`src/rtl/etd_pkg.sv`:
```
// shared types for the euler totient trial division block
`timescale 1ns / 1ps

package etd_pkg;

   // handshake status of the shared divider
   typedef struct packed {
      logic busy;
      logic done;
   } etd_div_status_type;

endpackage

```
`src/rtl/etd_divider.sv`:
```
// restoring divider, one quotient bit per cycle, shared by the totient sequencer
`timescale 1ns / 1ps

module etd_divider
   import etd_pkg::*;
#(
   parameter int DATA_WIDTH = 32
) (
   input  logic                  clock,
   input  logic                  reset,
   input  logic                  start,
   input  logic [DATA_WIDTH-1:0] dividend,
   input  logic [DATA_WIDTH-1:0] divisor,
   output logic [DATA_WIDTH-1:0] quotient,
   output logic [DATA_WIDTH-1:0] remainder,
   output etd_div_status_type    status
);

   localparam int CNT_W = $clog2(DATA_WIDTH);

   logic [DATA_WIDTH-1:0] quo_ff, quo_in;
   logic [DATA_WIDTH-1:0] rem_ff, rem_in;
   logic [DATA_WIDTH-1:0] dvs_ff;
   logic [CNT_W-1:0]      count_ff;
   logic                  busy_ff;
   logic                  done_ff;
   logic [DATA_WIDTH:0]   trial;
   logic [DATA_WIDTH:0]   diff;

   always_comb begin
      trial = {rem_ff, quo_ff[DATA_WIDTH-1]};
      diff  = trial - {1'b0, dvs_ff};
      if (!diff[DATA_WIDTH]) begin
         rem_in = diff[DATA_WIDTH-1:0];
         quo_in = {quo_ff[DATA_WIDTH-2:0], 1'b1};
      end else begin
         rem_in = trial[DATA_WIDTH-1:0];
         quo_in = {quo_ff[DATA_WIDTH-2:0], 1'b0};
      end
   end

   always_ff @(posedge clock) begin
      if (reset) begin
         busy_ff  <= 1'b0;
         done_ff  <= 1'b0;
         count_ff <= '0;
      end else begin
         done_ff <= 1'b0;
         if (start) begin
            busy_ff  <= 1'b1;
            count_ff <= '0;
         end else if (busy_ff) begin
            count_ff <= count_ff + 1'b1;
            if (count_ff == CNT_W'(DATA_WIDTH - 1)) begin
               busy_ff <= 1'b0;
               done_ff <= 1'b1;
            end
         end
      end
   end

   always_ff @(posedge clock) begin
      if (start) begin
         quo_ff <= dividend;
         rem_ff <= '0;
         dvs_ff <= divisor;
      end else if (busy_ff) begin
         quo_ff <= quo_in;
         rem_ff <= rem_in;
      end
   end

   assign quotient    = quo_ff;
   assign remainder   = rem_ff;
   assign status.busy = busy_ff;
   assign status.done = done_ff;

   assert property (@(posedge clock) disable iff (reset) done_ff |-> !busy_ff)
      else $error("divider done while still busy");
   assert property (@(posedge clock) disable iff (reset) start |=> busy_ff)
      else $error("divider did not start");
   assert property (@(posedge clock) disable iff (reset) busy_ff |-> !start)
      else $error("divider restarted while busy");

endmodule

```
`src/rtl/euler_totient_trial_division_core.sv`:
```
// Euler totient by trial division: takes n, returns phi(n), one item at a time.
// Each division on the shared restoring divider is a launch, one quotient bit
// per cycle, and completion. Every candidate divisor needs one division for the
// bound and divisibility test. A prime that divides n k times adds k + 1 more:
// k - 1 further strips, the strip that fails, and the result update. A prime
// cofactor left at the end adds one. The result is offered once these divisions
// are done. The worst case is a prime near 2^DATA_WIDTH, about 2^(DATA_WIDTH/2)
// candidates. req_stall is high from acceptance until the result has been taken;
// inputs 0 and 1 return themselves.
`timescale 1ns / 1ps

module euler_totient_trial_division_core
   import etd_pkg::*;
#(
   parameter int DATA_WIDTH = 32
) (
   input  logic                  clock,
   input  logic                  reset,
   input  logic                  req_valid,
   output logic                  req_stall,
   input  logic [DATA_WIDTH-1:0] req_number,
   output logic                  rsp_valid,
   input  logic                  rsp_stall,
   output logic [DATA_WIDTH-1:0] rsp_totient
);

   typedef enum logic [2:0] {
      S_IDLE,
      S_TEST,
      S_STRIP,
      S_REDUCE,
      S_TAIL,
      S_DONE
   } state_type;

   state_type             state_ff;
   logic [DATA_WIDTH-1:0] acc_ff;
   logic [DATA_WIDTH-1:0] rest_ff;
   logic [DATA_WIDTH-1:0] cand_ff;
   logic                  start_ff;

   logic [DATA_WIDTH-1:0] div_dividend;
   logic [DATA_WIDTH-1:0] div_divisor;
   logic [DATA_WIDTH-1:0] div_quo;
   logic [DATA_WIDTH-1:0] div_rem;
   etd_div_status_type    div_status;

   // result updates divide the running result, the rest divide the cofactor
   always_comb begin
      div_dividend = (state_ff == S_REDUCE || state_ff == S_TAIL) ? acc_ff : rest_ff;
      div_divisor  = (state_ff == S_TAIL) ? rest_ff : cand_ff;
   end

   etd_divider #(
      .DATA_WIDTH(DATA_WIDTH)
   ) u_divider (
      .clock     (clock),
      .reset     (reset),
      .start     (start_ff),
      .dividend  (div_dividend),
      .divisor   (div_divisor),
      .quotient  (div_quo),
      .remainder (div_rem),
      .status    (div_status)
   );

   always_ff @(posedge clock) begin
      if (reset) begin
         state_ff <= S_IDLE;
         start_ff <= 1'b0;
      end else begin
         start_ff <= 1'b0;
         case (state_ff)
            S_IDLE: begin
               if (req_valid) begin
                  acc_ff   <= req_number;
                  rest_ff  <= req_number;
                  cand_ff  <= DATA_WIDTH'(2);
                  start_ff <= 1'b1;
                  state_ff <= S_TEST;
               end
            end
            S_TEST: begin
               if (div_status.done) begin
                  if (cand_ff > div_quo) begin
                     // cand squared exceeds cofactor: leftover is prime or one
                     if (rest_ff > DATA_WIDTH'(1)) begin
                        start_ff <= 1'b1;
                        state_ff <= S_TAIL;
                     end else begin
                        state_ff <= S_DONE;
                     end
                  end else if (div_rem == '0) begin
                     rest_ff  <= div_quo;
                     start_ff <= 1'b1;
                     state_ff <= S_STRIP;
                  end else begin
                     cand_ff  <= cand_ff + 1'b1;
                     start_ff <= 1'b1;
                  end
               end
            end
            S_STRIP: begin
               if (div_status.done) begin
                  if (div_rem == '0) begin
                     rest_ff <= div_quo;
                  end else begin
                     state_ff <= S_REDUCE;
                  end
                  start_ff <= 1'b1;
               end
            end
            S_REDUCE: begin
               if (div_status.done) begin
                  acc_ff   <= acc_ff - div_quo;
                  cand_ff  <= cand_ff + 1'b1;
                  start_ff <= 1'b1;
                  state_ff <= S_TEST;
               end
            end
            S_TAIL: begin
               if (div_status.done) begin
                  acc_ff   <= acc_ff - div_quo;
                  state_ff <= S_DONE;
               end
            end
            S_DONE: begin
               if (!rsp_stall) begin
                  state_ff <= S_IDLE;
               end
            end
            default: begin
               state_ff <= S_IDLE;
            end
         endcase
      end
   end

   assign req_stall   = (state_ff != S_IDLE);
   assign rsp_valid   = (state_ff == S_DONE);
   assign rsp_totient = acc_ff;

   assert property (@(posedge clock) disable iff (reset) rsp_valid |-> req_stall)
      else $error("input taken while a result is pending");
   assert property (@(posedge clock) disable iff (reset)
      (state_ff == S_TAIL) |-> (rest_ff > DATA_WIDTH'(1)))
      else $error("final update with cofactor not above one");
   assert property (@(posedge clock) disable iff (reset)
      (state_ff == S_STRIP || state_ff == S_REDUCE) |-> (rest_ff != '0))
      else $error("zero cofactor while stripping a factor");
   assert property (@(posedge clock) disable iff (reset)
      (state_ff == S_TEST || state_ff == S_STRIP || state_ff == S_REDUCE)
         |-> (cand_ff >= DATA_WIDTH'(2)))
      else $error("candidate divisor below two");
   assert property (@(posedge clock) disable iff (reset)
      start_ff |-> (div_divisor != '0))
      else $error("division launched with zero divisor");
   assert property (@(posedge clock) disable iff (reset)
      start_ff |-> !div_status.busy)
      else $error("division launched while the divider is busy");

endmodule
```
`config.mk`:
```
export PLATFORM = sky130hd
export DESIGN_NAME = euler_totient_trial_division_core
export DESIGN_NICKNAME = d
export VERILOG_FILES = /design/src/rtl/etd_pkg.sv /design/src/rtl/etd_divider.sv /design/src/rtl/euler_totient_trial_division_core.sv
export SDC_FILE = /design/constraint.sdc
export NUM_CORES = 1
export LEC_CHECK = 0
export ABC_AREA = 1
export BUFFER_PORTS_ARGS = -buffer_cell sky130_fd_sc_hd__buf_2
export CAP_MARGIN = 15
export CORE_UTILIZATION = 57
export DETAILED_ROUTE_END_ITERATION = 8
export PLACE_DENSITY_LB_ADDON = 0.1
export SLEW_MARGIN = 20
export SYNTH_ARGS = -nofsm -noshare
export SYNTH_HDL_FRONTEND = slang
export SYNTH_SLANG_ARGS = --single-unit
```
`constraint.sdc`:
```
create_clock -name clock -period 6.15 [get_ports clock]
set_clock_uncertainty 0.15 [all_clocks]
set_input_delay 0.615 -clock clock [delete_from_list [all_inputs] [get_ports clock]]
set_output_delay 0.615 -clock clock [all_outputs]
set_load 0.01 [all_outputs]
```
==> flow_metrics.py, run 1 <==
metrics = {
    "run_status": {
        "outcome": "finished clean",
    },
    "synthesis": {
        "synth.area.top_cells": "edfxtp_1 (34%), nand2_1 (12%), ha_1 (8.6%), inv_1 (6.6%), dfxtp_1 (6.0%)",
        "synth-seq-cells": 203,
        "async_flop_share_pct": 0,
        "yosysTopAreaCellShare_pct": 33.5,
        "ys_seq_area_share_pct": 39.5,
        "synthesis.area_um2": 14300,
        "synth.distinct_cells": 52,
        "synth_edf_count": 160,
        "syn_nets": 2040,
        "avgSynthCellArea_um2": 7.53,
        "synth_top_flop_cell": "edfxtp_1",
        "yosysWarnings": 0,
        "synth_area_leader_cell": "edfxtp_1",
        "synthCells": 1904,
    },
    "cells_and_area": {
        "final_area_um2": 15800,
        "synthToLayoutAreaGrowth_pct": 10.1,
        "layout_commonest_cell": "nand2_1",
        "drive_gt1_share_pct": 8.91,
        "final_cell_mix": "nand2_1 (474), inv_1 (251), nor2_1 (166), o21ai_0 (164), edfxtp_1 (160)",
        "insertedDiodeCount": 0,
        "fin_nets": 2095,
    },
    "clock_network": {
        "cts-root-buf": "clkbuf_16",
        "cts_inserted_buffers": 24,
        "cts_tree": "done",
        "clkLatencyLatePin_ns": 0.53,
        "cts_hold_buffers": 0,
        "htree_levels": 1,
        "clkSinkCount": 203,
        "clk_pin_slew_ns": 0.06,
        "clockBufferDepth": 3,
        "post_cts_resized": 0,
        "cts_setup_buffers": 0,
    },
    "worst_setup_path": {
        "startpoint_type": "flip-flop",
        "cp_common_cell": "inv_1",
        "crit_slowest_cell": "nor2_2",
        "path_cells": "inv_1 > nor2_2 > inv_2 > nor2_1 > inv_1 > nand2_2 > nor2_1 > a21oi_1 > nand3_1 > inv_1 > buf_4",
        "critPathKind": "flip-flop to flip-flop",
        "critPathMaxFanout": 27,
        "worstPathArrival_ns": 3.41,
        "crit_path_max_incr_delay_ns": 0.43,
        "required_ns": 6.19,
        "crit_path_end_kind": "flip-flop",
    },
    "global_route": {
        "grt_usage_pct": 31.0,
        "grt_pass1_wl_um": 64000,
        "grt_pass1_vias": 12500,
        "overflow": 0,
        "antenna_found_initial": 0,
        "grt_max_degree": 91,
    },
    "drt": {
        "finalWirelength_um": 39300,
        "route.top_layer_used": "met4",
        "wl_met2_um": 18100,
        "vias": 13000,
        "wl_per_cell_um": 17.1,
        "detail-route-antenna-nets": 0,
        "drt_pre_antenna_iters": 6,
        "met1_length_um": 17100,
        "drc": 0,
        "drt-vias-per-instance": 5.64,
        "drt-initial-drc-count": 1208,
        "route.met3.wl_um": 2640,
    },
    "floorplan": {
        "die_h_um": 161,
        "io_pins": 70,
        "floorplan.initialDensity_pct": 58.6,
        "die_x_um": 161,
        "coreArea_um2": 24500,
        "dieArea_um2": 25800,
        "rows": 57,
    },
    "timing": {
        "fmax_mhz": 296,
        "maxSlewHeadroom_pct": 34.3,
        "tns_ns": 0,
        "final_max_slew_viol_count": 0,
        "finalHoldViolations": 0,
        "hold-worst-slack_ns": 0.203,
        "setup_violations": 0,
        "fin_ws_ns": 2.77,
        "rsz0062_at_grt": "false",
        "fin_crit_ns": 3.38,
        "worst_pin_slew_ns": 0.985,
        "finalCritPeriodShare_pct": 54.9,
    },
    "job": {
        "maxCapViolCount": 0,
    },
    "power": {
        "peakVddDrop_uv": 418,
        "p_leak_nw": 7.18,
        "pwr_density_cell_nw_per_um2": 419,
        "finalPower_mw": 6.62,
    },
    "place": {
        "hpwl_um": 30000,
        "gp_routability_congestion": 1.01,
        "dp_worst_setup_slack_ns": 2.78,
        "place_area_um2": 14900,
        "port-buffer-count": 69,
    },
    "min_path": {
        "hp-class": "input port to flip-flop",
    },
}
[cell families after synthesis]
family / share of synthesized area [%]
simple gates: 26.5
fa+ha+maj: 8.83
flops: 39.5
xor+xnor: 2.44
buf+inv: 8.49
mux: 0.236
compound gates: 13.9
[critical path: cells and delay by family (launching register included)]
kind / cells / cell delay, ns
compound gates: 1 / 0.13
flops: 1 / 0.34
buf+inv: 5 / 1.14
simple gates: 5 / 1.27
[layer usage]
layer / global-route usage, % / vias to the layer above
met5: 0 / -
met4: 11.1 / 0
met3: 3.25 / 77
met2: 50.5 / 490
met1: 42.8 / 5897
li1: - / 6501
[flip-flops by register name, summed over array words and instances (netlist names)]
register / cells
u_divider.count_ff: 5
u_divider.remainder: 32
u_divider.dvs_ff: 32
state_ff: 3
u_divider.done_ff: 1
u_divider.busy_ff: 1
cand_ff: 32
rest_ff: 32
start_ff: 1
rsp_totient: 32
u_divider.quotient: 32
[cell usage after synthesis (3+ instances only)]
cell type	count
nand2_1	474
inv_1	252
nor2_1	168
o21ai_0	164
edfxtp_1	160
a21oi_1	138
nand3_1	99
ha_1	98
dfxtp_1	43
clkbuf_1	37
nor3_1	34
xnor2_1	28
nand4_1	23
o22ai_1	23
nand2_2	21
nor4_1	16
xor2_1	12
nand3b_1	11
o21ai_1	10
inv_2	7
a21o_1	6
o21a_1	6
or2_2	6
a31oi_1	5
nor2_2	5
nor3b_1	5
o21bai_1	5
a21boi_0	4
buf_6	4
buf_2	3
buf_4	3
mux2_2	3
nor2_4	3
nor3b_2	3
[metrics by stage]
step	std cells	util, %
floorplan	1904	-
global placement	2257	61.0
detailed placement	2257	61.0
CTS	2300	64.5
global route	2300	64.5
finish	2300	64.5
[cell type report]
class / instances / area [um^2]
clock buffer: 30 / 664
clock inverter: 13 / 189
fill: 2172 / 8680
inverter: 259 / 972
multi-input combinational: 1393 / 7470
sequential: 203 / 5670
tap: 324 / 405
timing repair buffer: 78 / 413
[where the power goes]
part	internal (mW)	total [mW]	switching, mW	leakage (nW)
Clock	0.970	1.55	0.580	0.419
Combinational	0.902	2.77	1.87	4.92
Sequential	2.00	2.29	0.298	1.84
[worst paths after layout]
kind	startpoint	end	slack (ns)	depth (start not counted)
worst max-delay path	state_ff[0]	rest_ff[1]	2.77	11
worst min-delay path	reset	start_ff	0.20	2
worst max register to register	state_ff[0]	rest_ff[1]	2.77	11
worst min register to register	u_divider.remainder[26]	u_divider.remainder[26]	0.33	2
Note: power is estimated with default switching activity, not from simulation.
==> inputs of run 2 (changes only) <==
--- a/config.mk
+++ b/config.mk
@@ -5,7 +5,7 @@
 export SDC_FILE = /design/constraint.sdc
 export NUM_CORES = 1
 export LEC_CHECK = 0
-export ABC_AREA = 1
+export ABC_AREA = 0
 export BUFFER_PORTS_ARGS = -buffer_cell sky130_fd_sc_hd__buf_2
 export CAP_MARGIN = 15
 export CORE_UTILIZATION = 57
==> constraint.sdc (replaced) <==
create_clock -name clock -period 3 [get_ports clock]
set_clock_uncertainty 0.15 [all_clocks]
set_input_delay 0.3 -clock clock [delete_from_list [all_inputs] [get_ports clock]]
set_output_delay 0.3 -clock clock [all_outputs]
set_load 0.01 [all_outputs]
==> run 2 against run 1 <==
The flow now finishes with violations (negative setup slack). Sequential power grew 94%. Worst hold slack lost 0.081 ns. First-iteration DRC count shrank 19%. Critical endpoint is now u_divider.remainder[14]. Largest power group unchanged.
==> flow_metrics.py, run 2 <==
metrics = {
    "run_status": {
        "outcome": "finished, violations left",
        "violations": "negative setup slack",
    },
    "cells_and_area": {
        "drive_gt1_share_pct": 28.9,
        "utilization_pct": 75.8,
        "final_cell_mix": "buf_4 (213), nand2_1 (175), edfxtp_1 (160), nor2_1 (146), ha_1 (91)",
        "fin_nets": 1876,
        "synthToLayoutAreaGrowth_pct": 30.7,
        "layout_commonest_cell": "buf_4",
        "insertedDiodeCount": 0,
    },
    "clock_network": {
        "clk_pin_slew_ns": 0.07,
        "htree_levels": 1,
        "cts-root-buf": "clkbuf_16",
        "clockBufferDepth": 3,
        "clkSinkCount": 203,
        "cts_tree": "done",
        "cts_inserted_buffers": 24,
        "clkLatencyLatePin_ns": 0.55,
    },
    "floorplan": {
        "io_pins": 70,
        "die_x_um": 156,
        "coreArea_um2": 23400,
        "dieArea_um2": 24400,
        "floorplan.initialDensity_pct": 58.0,
        "rows": 56,
        "die_h_um": 156,
    },
    "min_path": {
        "hp-class": "input port to flip-flop",
        "min_from": "req_valid",
    },
    "synthesis": {
        "synth_area_leader_cell": "edfxtp_1",
        "yosysWarnings": 0,
        "netlist_top_cells_count": "nand2_1 (185), edfxtp_1 (160), nor2_1 (152), ha_1 (98), a21oi_1 (92)",
        "ys_seq_area_share_pct": 41.7,
        "synth.distinct_cells": 69,
        "synth.area.top_cells": "edfxtp_1 (35%), ha_1 (9.0%), dfxtp_1 (6.3%), mux2_2 (5.2%), nand2_1 (5.1%)",
        "async_flop_share_pct": 0,
        "avgSynthCellArea_um2": 9.42,
        "synth.most_common_cell": "nand2_1",
        "synthCells": 1442,
        "synth-seq-cells": 203,
        "synthesis.area_um2": 13600,
        "syn_nets": 1578,
        "yosysTopAreaCellShare_pct": 35.4,
        "synth_edf_count": 160,
        "synth_top_flop_cell": "edfxtp_1",
    },
    "timing": {
        "finalHoldViolations": 0,
        "worst_pin_slew_ns": 0.709,
        "maxSlewHeadroom_pct": 52.8,
        "fin_crit_ns": 3.26,
        "fin_ws_ns": -0.256,
        "final_max_slew_viol_count": 0,
        "finalCritPeriodShare_pct": 109,
        "fmax_mhz": 307,
        "rsz0062_at_grt": "true",
        "setup_violations": 83,
        "hold-worst-slack_ns": 0.122,
    },
    "place": {
        "hpwl_um": 27300,
        "gp_routability_congestion": 0.927,
        "port-buffer-count": 69,
        "dp_worst_setup_slack_ns": -0.253,
    },
    "drt": {
        "drt-initial-drc-count": 984,
        "vias": 12300,
        "detail-route-antenna-nets": 0,
        "drt_pre_antenna_iters": 5,
        "finalWirelength_um": 39800,
        "wl_per_cell_um": 19.2,
        "drc": 0,
        "drt-vias-per-instance": 5.91,
    },
    "job": {
        "maxCapViolCount": 0,
    },
    "power": {
        "p_leak_nw": 7.51,
        "peakVddDrop_uv": 643,
        "pwr_density_cell_nw_per_um2": 948,
    },
    "worst_setup_path": {
        "worstSetupStartpoint": "u_divider.quotient[31]",
        "crit_path_end_kind": "flip-flop",
        "worstPathArrival_ns": 3.48,
        "startpoint_type": "flip-flop",
        "r2r-start": "u_divider.quotient[31]",
        "required_ns": 3.22,
        "critPathMaxFanout": 17,
        "critPathKind": "flip-flop to flip-flop",
    },
    "global_route": {
        "overflow": 0,
        "grt_pass1_vias": 11900,
        "grt_usage_pct": 32.5,
        "grt_max_degree": 79,
        "grt_pass1_wl_um": 62400,
        "antenna_found_initial": 0,
    },
}
run 2: cell types whose count changed after synthesis, sizes merged, moves of 21 or more:
cell,change
nand2b,+22
a31oi,+37
nand3,-75
a21oi,-47
o21ai,-131
a311oi,+23
inv,-176
a21o,+34
o22ai,-21
nand2,-312
nor2,-24
mux2,+60
xor2,+30
run 2: final timing paths:
| path | endpoint | slack [ns] | cells past startpoint |
|---|---|---|---|
| worst max-delay path | u_divider.remainder[14] | -0.26 | 14 |
| worst min-delay path | start_ff | 0.12 | 4 |
| worst max register to register | u_divider.remainder[14] | -0.26 | 14 |
| worst min register to register | u_divider.count_ff[3] | 0.37 | 2 |
run 2: layout make-up:
type / instances / area [um^2]
multi-input combinational: 1089 / 7830
sequential: 203 / 5670
fill: 1605 / 5660
timing repair buffer: 338 / 2640
clock buffer: 29 / 619
tap: 319 / 399
inverter: 84 / 315
clock inverter: 14 / 269
run 2: power breakdown:
group | switching (mW) | total, mW | internal [mW]
combinational | 4.83 | 9.04 | 4.21
sequential | 0.532 | 4.45 | 3.92
clock | 1.24 | 3.32 | 2.08
total | 6.60 | 16.8 | 10.2
run 2: routing by layer:
layer  wire, um  track usage [%]  up-vias
li1           -                -     5861
met1      17000             44.2     5822
met2      18400             52.8      500
met3       2910             4.65       93
met4       1440             12.0        0
met5          0                0        -
run 2: metrics by stage:
step | TNS, ns | power, mW | cell area (um^2) | std cells
4_1_cts | -10.0 | 16.4 | 17500 | 2068
2_1_floorplan | -2.68 | 9.66 | 13700 | 1442
3_3_place_gp | -8.48 | 12.3 | 15800 | 1970
6_report | -8.82 | 16.8 | 17700 | 2076
3_5_place_dp | -11.24 | 12.5 | 15800 | 1970
5_1_grt | -19.05 | 17.8 | 17700 | 2076
run 2: critical path: stages (launching register included):
cell       delay [ns]
edfxtp_1         0.36
inv_2            0.07
ha_4             0.16
fa_2             0.35
nand2b_4         0.17
a21oi_4          0.19
o211ai_4         0.11
o311ai_4         0.29
a2111oi_4        0.14
o21a_1           0.21
buf_6            0.12
nor3_4           0.24
buf_12           0.20
mux2i_1          0.23
a211oi_1         0.09
run 2: kinds of logic after synthesis:
family / Yosys count / synth area share, %
AO/OA/AOI/OAI: 318 / 15.8
multiplexers: 68 / 5.59
XOR/XNOR: 83 / 5.35
adder cells (fa/ha/maj): 100 / 9.32
flip-flops: 203 / 41.7
AND/OR/NAND/NOR: 520 / 17.7
buffers and inverters: 150 / 4.45
run 2: what timing repair did:
item	CTS	global route
resized for setup	58	60
setup endpoints to repair	109	113
pin swaps	30	46
setup buffers	17	14
hold buffers	33	0
gates cloned	6	0
endpoints found under the hold margin	65	0
